### src/design/bdq_pkg.sv
// ---------------------------------------------------------------------------
// bdq_pkg
// shared types and constants of the bounded deque with search
// ---------------------------------------------------------------------------
`timescale 1ns / 1ps

package bdq_pkg;

  localparam int CMD_W    = 3;
  localparam int VALUE_W  = 32;
  localparam int POS_W    = 6;
  localparam int STATUS_W = 2;

  // depth of the queue between front and back
  localparam int QDEPTH = 2;

  localparam logic [CMD_W-1:0] CMD_PUSH_FRONT = 3'd0;
  localparam logic [CMD_W-1:0] CMD_PUSH_BACK  = 3'd1;
  localparam logic [CMD_W-1:0] CMD_POP_BACK   = 3'd2;
  localparam logic [CMD_W-1:0] CMD_READ       = 3'd3;
  localparam logic [CMD_W-1:0] CMD_FIND       = 3'd4;

  localparam logic [STATUS_W-1:0] STAT_OK    = 2'd0;
  localparam logic [STATUS_W-1:0] STAT_EMPTY = 2'd1;
  localparam logic [STATUS_W-1:0] STAT_FULL  = 2'd2;
  localparam logic [STATUS_W-1:0] STAT_MISS  = 2'd3;

  typedef enum logic [2:0] {
    OP_PUSH_FRONT,
    OP_PUSH_BACK,
    OP_POP_BACK,
    OP_READ,
    OP_FIND,
    OP_BAD
  } op_e;

  typedef struct packed {
    op_e                       op;
    logic signed [VALUE_W-1:0] value;
    logic [POS_W-1:0]          position;
  } entry_t;

  typedef struct packed {
    logic signed [VALUE_W-1:0] result_value;
    logic [POS_W-1:0]          result_position;
    logic [STATUS_W-1:0]       status;
  } result_t;

endpackage

### src/design/bdq_cmd_if.sv
// ---------------------------------------------------------------------------
// bdq_cmd_if
// command channel: valid/ready handshake with one command item
// ---------------------------------------------------------------------------
`timescale 1ns / 1ps

interface bdq_cmd_if;
  import bdq_pkg::*;

  logic                      valid;
  logic                      ready;
  logic [CMD_W-1:0]          cmd;
  logic signed [VALUE_W-1:0] data_value;
  logic [POS_W-1:0]          position;

  modport source (output valid, cmd, data_value, position, input ready);
  modport sink   (input valid, cmd, data_value, position, output ready);
endinterface

### src/design/bdq_res_if.sv
// ---------------------------------------------------------------------------
// bdq_res_if
// result channel: valid/ready handshake with one result item
// ---------------------------------------------------------------------------
`timescale 1ns / 1ps

interface bdq_res_if;
  import bdq_pkg::*;

  logic                      valid;
  logic                      ready;
  logic signed [VALUE_W-1:0] result_value;
  logic [POS_W-1:0]          result_position;
  logic [STATUS_W-1:0]       status;

  modport source (output valid, result_value, result_position, status, input ready);
  modport sink   (input valid, result_value, result_position, status, output ready);
endinterface

### src/design/bdq_front.sv
// ---------------------------------------------------------------------------
// bdq_front
// accepts command items and classifies them into queue entries
// ---------------------------------------------------------------------------
`timescale 1ns / 1ps

module bdq_front (
  bdq_cmd_if.sink          cmd_i,
  output logic             enq_valid_o,
  input  logic             enq_ready_i,
  output bdq_pkg::entry_t  enq_entry_o
);
  import bdq_pkg::*;

  op_e op;

  always_comb begin
    unique case (cmd_i.cmd)
      CMD_PUSH_FRONT: op = OP_PUSH_FRONT;
      CMD_PUSH_BACK:  op = OP_PUSH_BACK;
      CMD_POP_BACK:   op = OP_POP_BACK;
      CMD_READ:       op = OP_READ;
      CMD_FIND:       op = OP_FIND;
      default:        op = OP_BAD;
    endcase
  end

  assign enq_valid_o          = cmd_i.valid;
  assign cmd_i.ready          = enq_ready_i;
  assign enq_entry_o.op       = op;
  assign enq_entry_o.value    = cmd_i.data_value;
  assign enq_entry_o.position = cmd_i.position;

endmodule

### src/design/bdq_queue.sv
// ---------------------------------------------------------------------------
// bdq_queue
// short fifo of classified commands between front and back
// ---------------------------------------------------------------------------
`timescale 1ns / 1ps

module bdq_queue (
  input  logic             clk_i,
  input  logic             rst_ni,
  input  logic             push_valid_i,
  output logic             push_ready_o,
  input  bdq_pkg::entry_t  push_entry_i,
  output logic             pop_valid_o,
  input  logic             pop_ready_i,
  output bdq_pkg::entry_t  pop_entry_o
);
  import bdq_pkg::*;

  localparam int QAW = (QDEPTH > 1) ? $clog2(QDEPTH) : 1;
  localparam int QCW = $clog2(QDEPTH + 1);

  entry_t           store_q [QDEPTH];
  logic [QAW-1:0]   wr_ptr_q, rd_ptr_q;
  logic [QCW-1:0]   fill_q;
  logic             do_push, do_pop;

  assign push_ready_o = (fill_q != QCW'(QDEPTH));
  assign pop_valid_o  = (fill_q != '0);
  assign pop_entry_o  = store_q[rd_ptr_q];
  assign do_push      = push_valid_i && push_ready_o;
  assign do_pop       = pop_valid_o && pop_ready_i;

  always_ff @(posedge clk_i or negedge rst_ni) begin
    if (!rst_ni) begin
      wr_ptr_q <= '0;
      rd_ptr_q <= '0;
      fill_q   <= '0;
    end else begin
      if (do_push) begin
        wr_ptr_q <= (wr_ptr_q == QAW'(QDEPTH - 1)) ? '0 : wr_ptr_q + QAW'(1);
      end
      if (do_pop) begin
        rd_ptr_q <= (rd_ptr_q == QAW'(QDEPTH - 1)) ? '0 : rd_ptr_q + QAW'(1);
      end
      if (do_push && !do_pop) begin
        fill_q <= fill_q + QCW'(1);
      end else if (do_pop && !do_push) begin
        fill_q <= fill_q - QCW'(1);
      end
    end
  end

  always_ff @(posedge clk_i) begin
    if (do_push) begin
      store_q[wr_ptr_q] <= push_entry_i;
    end
  end

endmodule

### src/design/bdq_back.sv
// ---------------------------------------------------------------------------
// bdq_back
// executes queued commands on the slot ring and registers each result
// ---------------------------------------------------------------------------
`timescale 1ns / 1ps

module bdq_back #(
  parameter int CAPACITY = 64
) (
  input  logic             clk_i,
  input  logic             rst_ni,
  input  logic             deq_valid_i,
  output logic             deq_ready_o,
  input  bdq_pkg::entry_t  deq_entry_i,
  bdq_res_if.source        res_o
);
  import bdq_pkg::*;

  localparam int PW   = $clog2(CAPACITY);
  localparam int CW   = $clog2(CAPACITY + 1);
  localparam int SW   = $clog2(2 * CAPACITY);
  localparam int CMPW = (CW > POS_W) ? CW : POS_W;

  localparam logic [1:0] S_IDLE = 2'd0;
  localparam logic [1:0] S_WAIT = 2'd1;
  localparam logic [1:0] S_FIND = 2'd2;

  function automatic logic [PW-1:0] ring(input logic [PW-1:0] base,
                                         input logic [CW-1:0] off);
    logic [SW-1:0] sum;
    sum = SW'(base) + SW'(off);
    if (sum >= SW'(CAPACITY)) begin
      sum = sum - SW'(CAPACITY);
    end
    return sum[PW-1:0];
  endfunction

  function automatic logic [VALUE_W-1:0] wr_data_of(input entry_t e);
    return e.value;
  endfunction

  logic [VALUE_W-1:0]        mem [CAPACITY];

  logic [1:0]                state_q, state_d;
  logic [PW-1:0]             front_q, front_d;
  logic [CW-1:0]             count_q, count_d;
  logic                      init_q, init_d;
  logic [CW-1:0]             issue_q, issue_d;
  logic signed [VALUE_W-1:0] key_q, key_d;
  logic                      rd_valid_q, rd_valid_d;
  logic [VALUE_W-1:0]        rd_q;
  logic                      rd_zero_q;
  logic [CW-1:0]             cmp_idx_q;
  logic                      res_valid_q;
  result_t                   res_q, res_d;

  logic                      wr_en, rd_en, hold_rd, res_set, out_free;
  logic [PW-1:0]             wr_addr, rd_addr;
  logic [CW-1:0]             rd_lidx;
  logic signed [VALUE_W-1:0] rd_value;
  logic [CMPW-1:0]           pos_ext, count_ext, idx_ext;
  logic                      is_full, is_empty;

  assign out_free  = !res_valid_q || res_o.ready;
  assign rd_value  = rd_zero_q ? '0 : rd_q;
  assign pos_ext   = CMPW'(deq_entry_i.position);
  assign count_ext = CMPW'(count_q);
  assign idx_ext   = CMPW'(cmp_idx_q);
  assign is_full   = (count_q == CW'(CAPACITY));
  assign is_empty  = (count_q == '0);

  always_comb begin
    state_d     = state_q;
    front_d     = front_q;
    count_d     = count_q;
    issue_d     = issue_q;
    key_d       = key_q;
    wr_en       = 1'b0;
    wr_addr     = front_q;
    rd_en       = 1'b0;
    rd_addr     = front_q;
    rd_lidx     = '0;
    hold_rd     = 1'b0;
    res_set     = 1'b0;
    res_d       = '{result_value: '0, result_position: '0, status: STAT_OK};
    deq_ready_o = 1'b0;

    unique case (state_q)
      S_IDLE: begin
        deq_ready_o = out_free;
        if (deq_valid_i && out_free) begin
          unique case (deq_entry_i.op)
            OP_PUSH_FRONT: begin
              res_set = 1'b1;
              if (is_full) begin
                res_d.status = STAT_FULL;
              end else begin
                front_d = (front_q == '0) ? PW'(CAPACITY - 1) : front_q - PW'(1);
                wr_en   = 1'b1;
                wr_addr = front_d;
                count_d = count_q + CW'(1);
              end
            end
            OP_PUSH_BACK: begin
              res_set = 1'b1;
              if (is_full) begin
                res_d.status = STAT_FULL;
              end else begin
                wr_en   = 1'b1;
                wr_addr = ring(front_q, count_q);
                count_d = count_q + CW'(1);
              end
            end
            OP_POP_BACK: begin
              if (is_empty) begin
                res_set      = 1'b1;
                res_d.status = STAT_EMPTY;
              end else begin
                count_d = count_q - CW'(1);
                rd_en   = 1'b1;
                rd_addr = ring(front_q, count_q - CW'(1));
                state_d = S_WAIT;
              end
            end
            OP_READ: begin
              if (is_empty) begin
                res_set      = 1'b1;
                res_d.status = STAT_EMPTY;
              end else if (pos_ext >= count_ext) begin
                res_set      = 1'b1;
                res_d.status = STAT_MISS;
              end else begin
                rd_en   = 1'b1;
                rd_addr = ring(front_q, pos_ext[CW-1:0]);
                state_d = S_WAIT;
              end
            end
            OP_FIND: begin
              if (is_empty) begin
                res_set      = 1'b1;
                res_d.status = STAT_EMPTY;
              end else begin
                rd_en   = 1'b1;
                rd_addr = front_q;
                rd_lidx = '0;
                issue_d = CW'(1);
                key_d   = deq_entry_i.value;
                state_d = S_FIND;
              end
            end
            default: begin
              res_set      = 1'b1;
              res_d.status = STAT_MISS;
            end
          endcase
        end
      end
      S_WAIT: begin
        if (out_free) begin
          res_set            = 1'b1;
          res_d.result_value = rd_value;
          state_d            = S_IDLE;
        end
      end
      S_FIND: begin
        if (!out_free) begin
          hold_rd = 1'b1;
        end else if (rd_valid_q && (rd_value == key_q)) begin
          res_set               = 1'b1;
          res_d.result_position = idx_ext[POS_W-1:0];
          state_d               = S_IDLE;
        end else if (rd_valid_q && (cmp_idx_q == count_q - CW'(1))) begin
          res_set      = 1'b1;
          res_d.status = STAT_MISS;
          state_d      = S_IDLE;
        end else if (issue_q < count_q) begin
          rd_en   = 1'b1;
          rd_addr = ring(front_q, issue_q);
          rd_lidx = issue_q;
          issue_d = issue_q + CW'(1);
        end
      end
      default: begin
        state_d = S_IDLE;
      end
    endcase
  end

  assign init_d     = init_q && !(wr_en && (wr_addr == '0));
  assign rd_valid_d = rd_en || (hold_rd && rd_valid_q);

  always_ff @(posedge clk_i or negedge rst_ni) begin
    if (!rst_ni) begin
      state_q     <= S_IDLE;
      front_q     <= '0;
      count_q     <= CW'(1);
      init_q      <= 1'b1;
      issue_q     <= '0;
      rd_valid_q  <= 1'b0;
      res_valid_q <= 1'b0;
    end else begin
      state_q    <= state_d;
      front_q    <= front_d;
      count_q    <= count_d;
      init_q     <= init_d;
      issue_q    <= issue_d;
      rd_valid_q <= rd_valid_d;
      if (res_set) begin
        res_valid_q <= 1'b1;
      end else if (res_o.ready) begin
        res_valid_q <= 1'b0;
      end
    end
  end

  // slot ring
  always_ff @(posedge clk_i) begin
    if (wr_en) begin
      mem[wr_addr] <= wr_data_of(deq_entry_i);
    end
    if (rd_en) begin
      rd_q      <= mem[rd_addr];
      rd_zero_q <= init_q && (rd_addr == '0);
      cmp_idx_q <= rd_lidx;
    end
  end

  always_ff @(posedge clk_i) begin
    key_q <= key_d;
    if (res_set) begin
      res_q <= res_d;
    end
  end

  assign res_o.valid           = res_valid_q;
  assign res_o.result_value    = res_q.result_value;
  assign res_o.result_position = res_q.result_position;
  assign res_o.status          = res_q.status;

endmodule

### src/design/bounded_deque_with_search.sv
// ---------------------------------------------------------------------------
// bounded_deque_with_search
// Ordered list of signed 32-bit values held in a ring of CAPACITY slots,
// with push front, push back, pop back, read at position and find value.
// After reset the list holds one element of value 0. Every command item
// gives exactly one result item with a status (ok, empty, full, miss).
// Commands are decoded by the front and wait in a two-entry queue; the
// back executes one command at a time on a single-port slot memory with a
// registered read. Push commands and commands that fail their check finish
// in the idle state, pop and read go on to the wait state, and find reads
// one slot per cycle while the output register is free, at most CAPACITY slots. A
// result sits in an output register; while it waits to be taken the back
// stalls and the front accepts until the two-entry queue is full.
// No clearing pass is needed after reset.
// ---------------------------------------------------------------------------
`timescale 1ns / 1ps

module bounded_deque_with_search #(
  parameter int CAPACITY = 64
) (
  input  logic       clk_i,
  input  logic       rst_ni,
  bdq_cmd_if.sink    cmd_i,
  bdq_res_if.source  res_o
);
  import bdq_pkg::*;

  logic   enq_valid, enq_ready;
  entry_t enq_entry;
  logic   deq_valid, deq_ready;
  entry_t deq_entry;

  bdq_front u_front (
    .cmd_i       (cmd_i),
    .enq_valid_o (enq_valid),
    .enq_ready_i (enq_ready),
    .enq_entry_o (enq_entry)
  );

  bdq_queue u_queue (
    .clk_i        (clk_i),
    .rst_ni       (rst_ni),
    .push_valid_i (enq_valid),
    .push_ready_o (enq_ready),
    .push_entry_i (enq_entry),
    .pop_valid_o  (deq_valid),
    .pop_ready_i  (deq_ready),
    .pop_entry_o  (deq_entry)
  );

  bdq_back #(
    .CAPACITY (CAPACITY)
  ) u_back (
    .clk_i       (clk_i),
    .rst_ni      (rst_ni),
    .deq_valid_i (deq_valid),
    .deq_ready_o (deq_ready),
    .deq_entry_i (deq_entry),
    .res_o       (res_o)
  );

endmodule

### src/flat_wrapper.sv
// flat-port wrapper written by rule: the top's interface ports become plain ports
module bounded_deque_with_search_flat import bdq_pkg::*;
#(
  parameter int CAPACITY = 64
)
  (clk_i, rst_ni, cmd_i_valid, cmd_i_cmd, cmd_i_data_value, cmd_i_position, cmd_i_ready, res_o_valid, res_o_result_value, res_o_result_position, res_o_status, res_o_ready);
  bdq_cmd_if cmd_i_i ();
  bdq_res_if res_o_i ();
  input  logic clk_i;
  input  logic rst_ni;
  input wire logic [$bits(cmd_i_i.valid)-1:0] cmd_i_valid;
  input wire logic [$bits(cmd_i_i.cmd)-1:0] cmd_i_cmd;
  input wire logic [$bits(cmd_i_i.data_value)-1:0] cmd_i_data_value;
  input wire logic [$bits(cmd_i_i.position)-1:0] cmd_i_position;
  output wire logic [$bits(cmd_i_i.ready)-1:0] cmd_i_ready;
  output wire logic [$bits(res_o_i.valid)-1:0] res_o_valid;
  output wire logic [$bits(res_o_i.result_value)-1:0] res_o_result_value;
  output wire logic [$bits(res_o_i.result_position)-1:0] res_o_result_position;
  output wire logic [$bits(res_o_i.status)-1:0] res_o_status;
  input wire logic [$bits(res_o_i.ready)-1:0] res_o_ready;
  assign cmd_i_i.valid = cmd_i_valid;
  assign cmd_i_i.cmd = cmd_i_cmd;
  assign cmd_i_i.data_value = cmd_i_data_value;
  assign cmd_i_i.position = cmd_i_position;
  assign cmd_i_ready = cmd_i_i.ready;
  assign res_o_valid = res_o_i.valid;
  assign res_o_result_value = res_o_i.result_value;
  assign res_o_result_position = res_o_i.result_position;
  assign res_o_status = res_o_i.status;
  assign res_o_i.ready = res_o_ready;
  bounded_deque_with_search #(.CAPACITY(CAPACITY)) u_core (.clk_i(clk_i), .rst_ni(rst_ni), .cmd_i(cmd_i_i), .res_o(res_o_i));
endmodule
### config.mk
export PLATFORM = sky130hd
export DESIGN_NAME = bounded_deque_with_search_flat
export DESIGN_NICKNAME = d
export VERILOG_FILES = /design/src/design/bdq_pkg.sv /design/src/design/bdq_cmd_if.sv /design/src/design/bdq_res_if.sv /design/src/design/bdq_front.sv /design/src/design/bdq_queue.sv /design/src/design/bdq_back.sv /design/src/design/bounded_deque_with_search.sv /design/src/flat_wrapper.sv
export SDC_FILE = /design/constraint.sdc
export NUM_CORES = 2
export LEC_CHECK = 0
export BUFFER_PORTS_ARGS = -buffer_cell sky130_fd_sc_hd__buf_2
export CAP_MARGIN = 10
export CORE_ASPECT_RATIO = 0.6
export CORE_UTILIZATION = 45
export CTS_CLUSTER_DIAMETER = 120
export DETAILED_ROUTE_END_ITERATION = 8
export PLACE_DENSITY = 0.7
export SETUP_SLACK_MARGIN = 0.1
export SLEW_MARGIN = 20
export SYNTH_ARGS = -nofsm -noshare
export SYNTH_HDL_FRONTEND = slang
export SYNTH_HIERARCHICAL = 1
export SYNTH_SLANG_ARGS = --single-unit
### constraint.sdc
create_clock -name clk_i -period 6.2 [get_ports clk_i]
set_input_delay 0.62 -clock clk_i [delete_from_list [all_inputs] [get_ports clk_i]]
set_output_delay 0.62 -clock clk_i [all_outputs]
set_load 0.01 [all_outputs]
==> reports/metrics.yaml <==
worst_setup_path:
  reg2reg_to: "u_core/u_back/rd_q[1]"
  crit_slowest_cell: "a22oi_1"
  crit_start: "u_core/u_queue/rd_ptr_q"
  path_buf_inv: 3
  endpoint_kind: "flip-flop"
  timing.rr.start: "u_core/u_queue/rd_ptr_q"
  critical_path_arrival_ps: 6590
  crit_type: "reg2reg"
  worstPathRequired_ps: 6790
  rrSetupSlack_ps: 200
  cp-start-kind: "flip-flop"
  critical-path-top-delay-family: "compound AO/OA/AOI/OAI gates"
  crit_fanout: 28
  ff2ff_path_depth: 17
  crit_chain: "mux2_4, ha_1, and4b_1, o21ai_0, o21ai_1, nor2_1, a2111oi_1, a211oi_4, nand3_4, buf_12, buf_12, buf_4, mux2i_1, mux2i_1, a22oi_1, a221oi_1, a31o_1"
  cpPeakStageDelay_ps: 890
layout:
  fillers: 16300
  fin_nets: 6405
  area_growth_pct: 12.6
  multiInputGateArea_mm2: 0.0226
  final_util: 0.511
  ff_latch_area_mm2: 0.0681
  drive_gt1_frac: 0.148
  finalInstanceArea_mm2: 0.104
flow_run:
  drv_cap: 0
floorplanning:
  num_rows: 128
  die-area_mm2: 0.207
  die_y_um: 353
  start_util: 0.454
  fp.dieW_um: 587
  fp.coreArea_mm2: 0.204
  io_pins: 87
yosys:
  ys.flop_type: "edfxtp_1"
  ys_ff_latch: 2271
  synth.most_common_cell: "edfxtp_1"
  synth_nets: 6116
  yosysWarningCount: 6
  syn_inst: 6028
  yosysTopAreaCell: "edfxtp_1"
  syn_area_mm2: 0.0924
  synth-edff-count: 2242
  synth.distinct_cells: 103
  async_flop_share: 0.0128
  synth_common_cells: "edfxtp_1, nand2_1, mux2i_1, nand3_1, buf_2"
  ys_seq_area_frac: 0.736
  synth_top_cell_area_share: 0.728
  synth.avg_cell_area_um2: 15.3
  ys_top_cells_by_area: "edfxtp_1, mux2i_1, nand2_1"
timing:
  fin_crit_sh: 0.968
  slew_headroom: 0.195
  setup_violations: 0
  fin_setup_tns_ps: 0
  rsz0062_at_grt: "no"
  min_period_ps: 6000
  finalMaxSlewViolations: 0
  final-hold-violation-count: 0
  final.setup_skew_ps: 69.4
  tightestPinTransition_ps: 1190
  fmax_mhz: 167
hold_path:
  min_path_cells: 1
  hold_class: "in2reg"
  min_to: "u_core/u_queue/store_q[0][40]"
  hold_start: "cmd_i_cmd[2]"
global_route:
  overflow: 0
  antenna_found_initial: 29
  grt_pass1_vias: 53900
  grt_use_total: 0.278
  grt_pass1_wl_mm: 410
  grt_max_degree: 97
clocking:
  numCtsBuffers: 193
  insertion_delay_ps: 860
  clkSlewWorstSetupHoldPaths_ps: 70
  clk_path_buf_depth: 4
  h-tree-depth: 4
  cts_num_sinks: 2271
  cts-root-buf: "clkbuf_16"
  cts_tree: "done"
drt:
  routed_wl_mm: 297
  wl_per_cell_um: 32.3
  drc: 0
  drtIter0Drc: 9897
  drt_first_pass_iters: 8
  drt.antenna.violating_nets: 0
  num_vias: 59100
  vias_per_cell: 6.43
placed_design:
  port_buffers: 86
  postPlaceCellArea_mm2: 0.0978
  gp_congestion: 0.957
  hpwl_mm: 181
outcome:
  status: "finished clean"
## final cells by class
type / count / area share
Antenna cell: 10 / 0.000240
Clock buffer: 245 / 0.0488
Clock inverter: 85 / 0.00576
Inverter: 45 / 0.00162
Multi-Input combinational cell: 3320 / 0.217
Sequential cell: 2271 / 0.654
Tap cell: 2730 / 0.0328
Timing Repair Buffer: 486 / 0.0396
## worst register-to-register path: stages, from the launching register on
cell and delay, ps:
dfrtp_2 580, mux2_4 350, ha_1 300, and4b_1 200, o21ai_0 120, o21ai_1 360, nor2_1 160, a2111oi_1 640
a211oi_4 120, nand3_4 380, buf_12 240, buf_12 240, buf_4 270, mux2i_1 230, mux2i_1 170, a22oi_1 890
a221oi_1 290, a31o_1 260
## metrics by stage
| step | setup slack [ps] | instances | hold slack [ps] |
|---|---|---|---|
| 5_1_grt | 112 | 9182 | 25.4 |
| 6_report | 199 | 9192 | 44.0 |
| 3_5_place_dp | 116 | 8807 | 478 |
| 3_3_place_gp | -628 | 8802 | 476 |
| 4_1_cts | 103 | 9176 | 2.40 |
| 2_1_floorplan | 1180 | 6028 | 324 |
## worst max-delay path by stage
stage                                           to  slack [ps]  cells after the start
after CTS                    u_core/u_back/rd_q[2]         100                     18
after global routing         u_core/u_back/rd_q[1]         110                     17
final                        u_core/u_back/rd_q[1]         200                     17
after global placement      u_core/u_back/rd_q[26]        -630                     17
after floorplan           u_core/u_back/issue_q[6]        1180                     13
after detailed placement     u_core/u_back/rd_q[2]         120                     18
## cell families (layout without fill, tap and decap cells)
group	after synthesis	after routing	synth area share
flops	2271	2271	0.736
simple gates	1929	1930	0.0927
compound gates	709	709	0.0578
mux	592	592	0.0749
buf+inv	438	861	0.0275
xor+xnor	46	46	0.00466
fa+ha+maj	43	43	0.00615
other cells	0	10	0
## state kept, by name (all words and copies together) (netlist names)
register / count
u_core/u_back/res_o.result_value: 32
u_core/u_back/key_q: 32
u_core/u_back/state_q: 2
u_core/u_back/count_ext: 7
u_core/u_back/res_o.result_position: 6
u_core/u_back/init_q: 1
u_core/u_back/mem: 2048
u_core/u_back/res_o.status: 2
u_core/u_queue/fill_q: 2
u_core/u_back/rd_q: 32
u_core/u_queue/rd_ptr_q: 1
u_core/u_back/issue_q: 7
u_core/u_queue/store_q: 82
u_core/u_back/cmp_idx_q: 7
u_core/u_queue/wr_ptr_q: 1
u_core/u_back/res_o.valid: 1
u_core/u_back/rd_valid_q: 1
u_core/u_back/rd_zero_q: 1
u_core/u_back/front_q: 6
## routing by layer
layer,GRT usage,routed length (um),vias to the layer above
met5,0,161,-
met4,0.0729,8450,16
met3,0.136,57100,612
met2,0.365,116000,4985
met1,0.407,115000,29700
li1,-,-,23800
## layout by cell type (no fill, tap or decap), drive strengths merged, types with 30 or more instances in the layout
cell,Yosys,layout
mux2,53,53
buf,313,447
mux4,63,63
a32oi,93,93
dlygate4sd3,0,39
edfxtp,2242,2242
a211oi,64,64
a22oi,35,35
a31oi,87,87
nor2,162,162
o21ai,46,46
o22ai,42,42
and2,38,38
ha,39,39
a21oi,81,81
mux2i,476,476
a311oi,33,33
nand3,438,438
xnor2,30,30
clkinv,0,70
nand2,1089,1089
clkbuf,80,245
nand4,38,38
inv,45,49
and3,36,37
## what timing repair did
action,4_1_cts,5_1_grt
gates cloned,0,1
hold buffers,39,0
pin swaps,0,2
hold endpoints to repair,103,0
resized for setup,1,8
buffers inserted,0,4
endpoints found under the setup margin,1,5
Power is left out: the tool's default activity adds up to more than one toggle a clock period on the data nets, which glitch-free logic cannot reach.
